### src/rtl/tgx_pkg.sv
// shared types, constants and an index helper for the twisted gfsr keystream core
package tgx_pkg;

  localparam int unsigned Words   = 25;
  localparam int unsigned TapOfs  = 7;
  localparam int unsigned AddrW   = $clog2(Words);

  localparam logic [31:0] TwistConst = 32'h8EBF_D028;
  localparam logic [31:0] TemperB    = 32'h2B5B_2500;
  localparam logic [31:0] TemperC    = 32'hDB8B_0000;

  localparam logic OpSeed = 1'b0;
  localparam logic OpData = 1'b1;

  typedef logic [AddrW-1:0] idx_t;
  typedef logic [31:0]      word_t;

  typedef struct packed {
    logic  en;
    idx_t  addr;
    word_t data;
  } wr_req_t;

  // modular add of a small offset to a store index
  function automatic idx_t wrap_add(idx_t a, idx_t b);
    logic [AddrW:0] s;
    s = {1'b0, a} + {1'b0, b};
    if (s >= (AddrW+1)'(Words)) begin
      s = s - (AddrW+1)'(Words);
    end
    return s[AddrW-1:0];
  endfunction

endpackage

### src/rtl/tgx_word_store.sv
// word store: one registered read port, one write port, per-entry valid bits
module tgx_word_store (
  input  logic             clk_i,
  input  logic             rst_ni,
  input  tgx_pkg::idx_t    rd_addr_i,
  output tgx_pkg::word_t   rd_data_o,
  input  tgx_pkg::wr_req_t wr_req_i
);
  import tgx_pkg::*;

  word_t             mem [Words];
  logic [Words-1:0]  valid_q;
  word_t             rd_data_q;
  logic              rd_valid_q;

  // payload array, no reset
  always_ff @(posedge clk_i) begin
    if (wr_req_i.en) begin
      mem[wr_req_i.addr] <= wr_req_i.data;
    end
    rd_data_q <= mem[rd_addr_i];
  end

  // never-written entries read as zero
  always_ff @(posedge clk_i or negedge rst_ni) begin
    if (!rst_ni) begin
      valid_q    <= '0;
      rd_valid_q <= 1'b0;
    end else begin
      if (wr_req_i.en) begin
        valid_q[wr_req_i.addr] <= 1'b1;
      end
      rd_valid_q <= valid_q[rd_addr_i];
    end
  end

  assign rd_data_o = rd_valid_q ? rd_data_q : '0;

endmodule

### src/rtl/twisted_gfsr_keystream_xor_core.sv
// top level: keystream xor core with sequencer around the word store
//
// Keystream cipher on a 25-word twisted GFSR with tempered output. An input
// transfer with tuser = 0 reseeds the store from the seed register (word 0
// is the low half of the seed, each later word the low half of the next
// xorshift 13/7/17 step) and returns a zero result; with tuser = 1 it
// advances the generator once and XORs up to four message bytes (first byte
// in bits 31:24) with the tempered word, unused lanes reading zero. A byte
// count of zero returns zero and leaves the generator alone; counts above
// four act as four. Every input transfer yields exactly one output transfer.
// One item at a time. A data item passes from acceptance through ST_RD_NXT,
// ST_RD_TAP and ST_CALC to ST_FIN, a zero-count item goes straight to ST_FIN,
// a seed item through ST_SEED (one store write per word) to ST_FIN; ST_FIN
// loads the output register once it is free. The input is ready again in the
// cycle after the output register is loaded, so no new item is taken before
// the last is through. The order comes from the single store read port:
// the three words of a generator step are fetched one after the other, each
// read registered. Before any seed the store reads as zero.
// The seed register may be written only while no item is in flight.
module twisted_gfsr_keystream_xor_core (
  input  logic        clk_i,
  input  logic        rst_ni,
  input  logic        cfg_we_i,
  input  logic [63:0] cfg_wdata_i,      // seed_value
  input  logic        s_axis_tvalid,
  output logic        s_axis_tready,
  input  logic [39:0] s_axis_tdata,     // data_word[31:0], byte_count[34:32], zero pad
  input  logic [0:0]  s_axis_tuser,     // operation
  output logic        m_axis_tvalid,
  input  logic        m_axis_tready,
  output logic [39:0] m_axis_tdata      // cipher_word[31:0], valid_bytes[34:32], zero pad
);
  import tgx_pkg::*;

  typedef enum logic [5:0] {
    ST_IDLE   = 6'b000001,
    ST_SEED   = 6'b000010,
    ST_RD_NXT = 6'b000100,
    ST_RD_TAP = 6'b001000,
    ST_CALC   = 6'b010000,
    ST_FIN    = 6'b100000
  } state_e;

  // output tempering
  function automatic word_t temper(word_t x);
    word_t y;
    y = x;
    y = y ^ (y >> 11);
    y = y ^ ((y << 7) & TemperB);
    y = y ^ ((y << 15) & TemperC);
    y = y ^ (y >> 18);
    return y;
  endfunction

  // one step of the 64-bit xorshift used for seeding
  function automatic logic [63:0] xorshift(logic [63:0] v);
    logic [63:0] s;
    s = v;
    s = s ^ (s << 13);
    s = s ^ (s >> 7);
    s = s ^ (s << 17);
    return s;
  endfunction

  // byte-lane mask, lanes filled from the top
  function automatic word_t lane_mask(logic [2:0] cnt);
    word_t m;
    case (cnt)
      3'd0:    m = 32'h0000_0000;
      3'd1:    m = 32'hFF00_0000;
      3'd2:    m = 32'hFFFF_0000;
      3'd3:    m = 32'hFFFF_FF00;
      default: m = 32'hFFFF_FFFF;
    endcase
    return m;
  endfunction

  state_e      state_q, state_d;
  logic [63:0] seed_q;
  idx_t        pos_q, pos_d;
  idx_t        seed_idx_q, seed_idx_d;
  logic [63:0] sv_q, sv_d;

  // item payload captured at acceptance
  word_t       data_q, data_d;
  logic [2:0]  cnt_q, cnt_d;

  // partial twist input gathered across reads
  logic        hi_q, hi_d;
  word_t       mix_q, mix_d;

  // finished result waiting for the output register
  word_t       res_word_q, res_word_d;
  logic [2:0]  res_cnt_q, res_cnt_d;

  logic        out_valid_q, out_valid_d;
  word_t       out_word_q, out_word_d;
  logic [2:0]  out_cnt_q, out_cnt_d;

  idx_t        rd_addr;
  word_t       rd_data;
  wr_req_t     wr_req;

  idx_t        pos_nxt;
  idx_t        pos_tap;
  word_t       twist;
  word_t       new_word;

  logic        in_xfer;
  logic        out_free;
  logic        in_op;
  word_t       in_data;
  logic [2:0]  in_cnt;
  logic [2:0]  in_cnt_sat;

  assign in_op      = s_axis_tuser[0];
  assign in_data    = s_axis_tdata[31:0];
  assign in_cnt     = s_axis_tdata[34:32];
  assign in_cnt_sat = (in_cnt > 3'd4) ? 3'd4 : in_cnt;

  assign s_axis_tready = (state_q == ST_IDLE);
  assign in_xfer       = s_axis_tvalid && s_axis_tready;
  assign out_free      = !out_valid_q || m_axis_tready;

  assign pos_nxt = wrap_add(pos_q, idx_t'(1));
  assign pos_tap = wrap_add(pos_q, idx_t'(TapOfs));

  // twist of the gathered mix word, xored with the tap word arriving now
  assign twist    = mix_q[0] ? ((mix_q >> 1) ^ TwistConst) : (mix_q >> 1);
  assign new_word = rd_data ^ twist;

  tgx_word_store u_store (
    .clk_i     (clk_i),
    .rst_ni    (rst_ni),
    .rd_addr_i (rd_addr),
    .rd_data_o (rd_data),
    .wr_req_i  (wr_req)
  );

  always_comb begin
    state_d     = state_q;
    pos_d       = pos_q;
    seed_idx_d  = seed_idx_q;
    sv_d        = sv_q;
    data_d      = data_q;
    cnt_d       = cnt_q;
    hi_d        = hi_q;
    mix_d       = mix_q;
    res_word_d  = res_word_q;
    res_cnt_d   = res_cnt_q;
    out_valid_d = out_valid_q;
    out_word_d  = out_word_q;
    out_cnt_d   = out_cnt_q;
    rd_addr     = pos_q;
    wr_req      = '{en: 1'b0, addr: pos_q, data: new_word};

    if (out_valid_q && m_axis_tready) begin
      out_valid_d = 1'b0;
    end

    case (state_q)
      ST_IDLE: begin
        // read of word k is issued here, so it lands in ST_RD_NXT
        if (in_xfer) begin
          data_d = in_data;
          cnt_d  = in_cnt_sat;
          if (in_op == OpSeed) begin
            sv_d       = seed_q;
            seed_idx_d = '0;
            state_d    = ST_SEED;
          end else if (in_cnt_sat == 3'd0) begin
            res_word_d = '0;
            res_cnt_d  = '0;
            state_d    = ST_FIN;
          end else begin
            state_d = ST_RD_NXT;
          end
        end
      end
      ST_SEED: begin
        wr_req = '{en: 1'b1, addr: seed_idx_q, data: sv_q[31:0]};
        sv_d   = xorshift(sv_q);
        if (seed_idx_q == idx_t'(Words - 1)) begin
          pos_d      = '0;
          res_word_d = '0;
          res_cnt_d  = '0;
          state_d    = ST_FIN;
        end else begin
          seed_idx_d = seed_idx_q + idx_t'(1);
        end
      end
      ST_RD_NXT: begin
        rd_addr = pos_nxt;
        hi_d    = rd_data[31];
        state_d = ST_RD_TAP;
      end
      ST_RD_TAP: begin
        rd_addr = pos_tap;
        mix_d   = {hi_q, rd_data[30:0]};
        state_d = ST_CALC;
      end
      ST_CALC: begin
        rd_addr    = pos_tap;
        wr_req     = '{en: 1'b1, addr: pos_q, data: new_word};
        pos_d      = pos_nxt;
        res_word_d = (data_q ^ temper(new_word)) & lane_mask(cnt_q);
        res_cnt_d  = cnt_q;
        state_d    = ST_FIN;
      end
      ST_FIN: begin
        // hand over once the output register is free
        if (out_free) begin
          out_valid_d = 1'b1;
          out_word_d  = res_word_q;
          out_cnt_d   = res_cnt_q;
          state_d     = ST_IDLE;
        end
      end
      default: begin
        state_d = ST_IDLE;
      end
    endcase
  end

  always_ff @(posedge clk_i or negedge rst_ni) begin
    if (!rst_ni) begin
      state_q     <= ST_IDLE;
      seed_q      <= '0;
      pos_q       <= '0;
      seed_idx_q  <= '0;
      out_valid_q <= 1'b0;
    end else begin
      state_q     <= state_d;
      pos_q       <= pos_d;
      seed_idx_q  <= seed_idx_d;
      out_valid_q <= out_valid_d;
      if (cfg_we_i) begin
        seed_q <= cfg_wdata_i;
      end
    end
  end

  // payload registers
  always_ff @(posedge clk_i) begin
    sv_q       <= sv_d;
    data_q     <= data_d;
    cnt_q      <= cnt_d;
    hi_q       <= hi_d;
    mix_q      <= mix_d;
    res_word_q <= res_word_d;
    res_cnt_q  <= res_cnt_d;
    out_word_q <= out_word_d;
    out_cnt_q  <= out_cnt_d;
  end

  assign m_axis_tvalid = out_valid_q;
  assign m_axis_tdata  = {5'b0, out_cnt_q, out_word_q};

endmodule

### config.mk
export PLATFORM = sky130hd
export DESIGN_NAME = twisted_gfsr_keystream_xor_core
export DESIGN_NICKNAME = d
export VERILOG_FILES = /design/src/rtl/tgx_pkg.sv /design/src/rtl/tgx_word_store.sv /design/src/rtl/twisted_gfsr_keystream_xor_core.sv
export SDC_FILE = /design/constraint.sdc
export NUM_CORES = 2
export LEC_CHECK = 0
export ABC_AREA = 1
export BUFFER_PORTS_ARGS = -buffer_cell sky130_fd_sc_hd__buf_4
export CAP_MARGIN = 20
export CORE_ASPECT_RATIO = 0.9
export CORE_UTILIZATION = 58
export CTS_CLUSTER_SIZE = 12
export DETAILED_ROUTE_END_ITERATION = 10
export PLACE_DENSITY_LB_ADDON = 0.12
export SLEW_MARGIN = 25
export SYNTH_ARGS = -nofsm -noshare
export SYNTH_HDL_FRONTEND = slang
export SYNTH_HIERARCHICAL = 1
export SYNTH_SLANG_ARGS = --single-unit
### constraint.sdc
create_clock -name clk_i -period 5.9 [get_ports clk_i]
set_input_delay 0.59 -clock clk_i [delete_from_list [all_inputs] [get_ports clk_i]]
set_output_delay 0.59 -clock clk_i [all_outputs]
set_load 0.03 [all_outputs]
==> flow_summary.toml <==
[logic_synthesis]
synthAdderAreaFrac_pct = 0.223
synthMostInstantiatedCell = "nand2_1"
synth.area.top_cells = "edfxtp_1 60%, nand2_1 11%, nand3_1 6.8%, dfrtp_1 5.3%, inv_1 4.3%"
synth_top_area_share_pct = 59.7
netlist_instances = 4768
synth-xor-area-share_pct = 3.86
synthSimpleGateAreaFrac_pct = 20.0
syn_area_um2 = 50400
ys_ff_latch = 1141
yosysUniqueCellTypes = 42
yosysWarnings = 6
synth_top_family_by_area = "simple AND/OR/NAND/NOR gates"
synth_seq_area_share_pct = 66.3
synth_edf_count = 1002
syn_area_per_cell_um2 = 10.6
synthFlopType = "edfxtp_1"
yosysTopAreaCell = "edfxtp_1"
netlist_top_cells_count = "1431 x nand2_1, 1002 x edfxtp_1, 681 x nand3_1"
synth.area.mux_share_pct = 1.03
ys_async_sr_fraction_pct = 9.38
synth_compound_area_share_pct = 1.87

[die]
die_area_um2 = 88100
start_util_pct = 58.6
core_area_um2 = 86000
die_h_um = 282
num_io_pins = 152
rows = 102
die_x_um = 313

[drt]
vias = 33900
wl_mm = 130
first_pass_iters = 6
routedWlPerCell_um = 21.2
drc = 0
drt-initial-drc-count = 3557
viasPerCell = 5.52
drtAntennaViolNets = 0

[timing]
slew_headroom_pct = 27.3
fin_skew_ns = 0.0331
slew_violations = 0
max_freq_ghz = 0.230
finalSetupViolations = 0
hold_ws_ns = 0.0719
rsz0062_at_grt = "false"
hold_viol_final = 0
setup_tns_ns = 0
max_slew.worst_pin.slew_ns = 1.09
fin_crit_sh_pct = 73.8
post-route-min-period_ns = 4.35

[clock_network]
cts_setup_buffers = 0
cts_buffers = 114
clkLatencyLatePin_ns = 0.70
htreeDepth = 3
cts.clk_slew.worst_paths_ns = 0.06
clockBufferDepth = 3
cts_tree = "done"
clock_sinks = 1141
cts_resized = 0
clockRootBuffer = "clkbuf_16"

[pwr]
p_seq_share_pct = 43.4
p_sw_uw = 8620
power_leakage_uw = 0.0232
powerDensity_nw_per_um2 = 448
p_int_uw = 16600
switching_share_pct = 34.1
combPwrFrac_pct = 30.1
clockPowerShare_pct = 26.5
peakVddDrop_mv = 0.306

[cells_and_area]
area_delta_synth_final_pct = 12.0
seqCellArea_um2 = 33400
fin_cells = 6144
antenna_cells = 0
drive_gt1_share_pct = 11.7
fillerInstances = 6616
nets = 5034
multi_input_area_um2 = 13900

[status]
status = "completed"

[global_routing]
use_met1_pct = 41.2
use_met2_pct = 46.9
grt_pass1_wl_mm = 194
grt_max_degree = 187
grt_pass1_vias = 31900
busiest_layer = "met2"
overflow = 0
grtUsageMet3_pct = 5.44
antenna_found_initial = 2
grt_usage_pct = 29.5

[critical_path]
start_kind = "flip-flop"
worstPathMaxFanout = 32
worst-setup-path-type = "flip-flop to flip-flop"
cp.required_ns = 6.44
cp-end-kind = "flip-flop"
critPathArrivalTime_ns = 4.90

[placement]
placedCellCount = 5938
place_congestion = 0.932
io_buffers = 141
hpwl_mm = 78.2

[job]
drv_cap = 0

[min_path]
hp-class = "input pin to flip-flop"
==> flip-flops by register name (all words and copies together) (netlist names) <==
register,flops
state_q,6
seed_q,64
res_word_q,32
out_word_q,32
mix_q,32
pos_q,5
hi_q,1
cnt_q,3
u_store/rd_data_q,32
u_store/valid_q,25
m_axis_tvalid,1
data_q,32
u_store/rd_valid_q,1
out_cnt_q,3
sv_q,64
seed_idx_q,5
res_cnt_q,3
u_store/mem,800
==> layout by cell type (no fill, tap or decap), types with 24 or more instances in the layout <==
cell type	n
nand3_1	676
o21ai_0	111
nor2_1	107
buf_4	228
o21ai_1	28
nand2_1	1431
xor2_1	55
inv_1	570
or2_2	57
dfxtp_1	32
edfxtp_1	1002
xnor2_1	158
a21oi_1	24
dfrtp_1	106
clkbuf_1	52
mux2_2	46
nand2_2	24
nor2_4	27
clkbuf_16	115
==> path summary, 6_finish.rpt <==
path                             startpoint                    end  slack [ns]  depth (start not counted)
max                                pos_q[0]  u_store/rd_data_q[13]        1.55                         17
min                        s_axis_tdata[14]             data_q[14]        0.07                          1
max reg2reg                        pos_q[0]  u_store/rd_data_q[13]        1.55                         17
min reg2reg                  res_word_q[26]         out_word_q[26]        0.42                          0
max in group asynchronous            rst_ni    u_store/valid_q[15]        4.21                          3
min in group asynchronous            rst_ni             seed_q[61]        0.46                          2
==> worst max-delay path: stages (launching register included) <==
cell and delay (ns):
dfrtp_1 0.56, inv_1 0.21, ha_1 0.27, xnor2_1 0.23
nand2_1 0.13, o211ai_1 0.17, nand2_1 0.20, inv_1 0.12
nand2_1 0.05, nand3_1 0.14, nand3_4 0.50, inv_4 0.64
buf_4 0.40, nand3_1 0.12, nand2_1 0.11, nand2_1 0.07
nand3_1 0.07, nand2_1 0.14
==> per-layer routing <==
metal,up-vias,share of wire [%]
li1,15900,-
met1,16400,42
met2,1345,47
met3,229,8.5
met4,2,3.3
met5,-,0.0092
==> power groups by stage <==
stage | registers, uW | logic, uW | clock network, uW
finish | 11000 | 7590 | 6710
floorplan | 11100 | 5070 | 0
detailed placement | 11100 | 7430 | 0
global placement | 11100 | 7290 | 0
CTS | 11000 | 7490 | 6790
global route | 11000 | 8310 | 7100
==> metrics by stage <==
stage	power (uW)	setup slack [ns]	utilization, %	area (um^2)
finish	25300	1.55	65.6	56500
global route	26400	1.27	65.6	56500
CTS	25200	1.44	65.5	56400
detailed placement	18600	1.47	61.6	53000
global placement	18400	1.57	61.6	53000
floorplan	16100	0.704	-	50400
==> cell families after synthesis <==
kind of cell               Yosys count
and+or+nand+nor                   2367
DFF                               1141
buffers and inverters              805
xor gates and xnor gates           218
AOI/OAI and AO/OA                  181
muxes                               46
adders and majority gates            9
other                                1
==> area by class of cell <==
| cell class | instances | share of cell area, % |
|---|---|---|
| multi-input cells | 2826 | 24.6 |
| repair buffers | 249 | 3.74 |
| flip-flops and latches | 1141 | 59.2 |
| clock buffers | 176 | 5.66 |
| inverters | 583 | 3.91 |
| clock inverters | 25 | 0.330 |
| well taps | 1144 | 2.54 |
==> what timing repair did <==
action / in CTS / in global routing
setup endpoints to repair: 0 / 0
hold buffers: 1 / 0
endpoints found under the hold margin: 48 / 0
(Power assumes the default switching activity.)
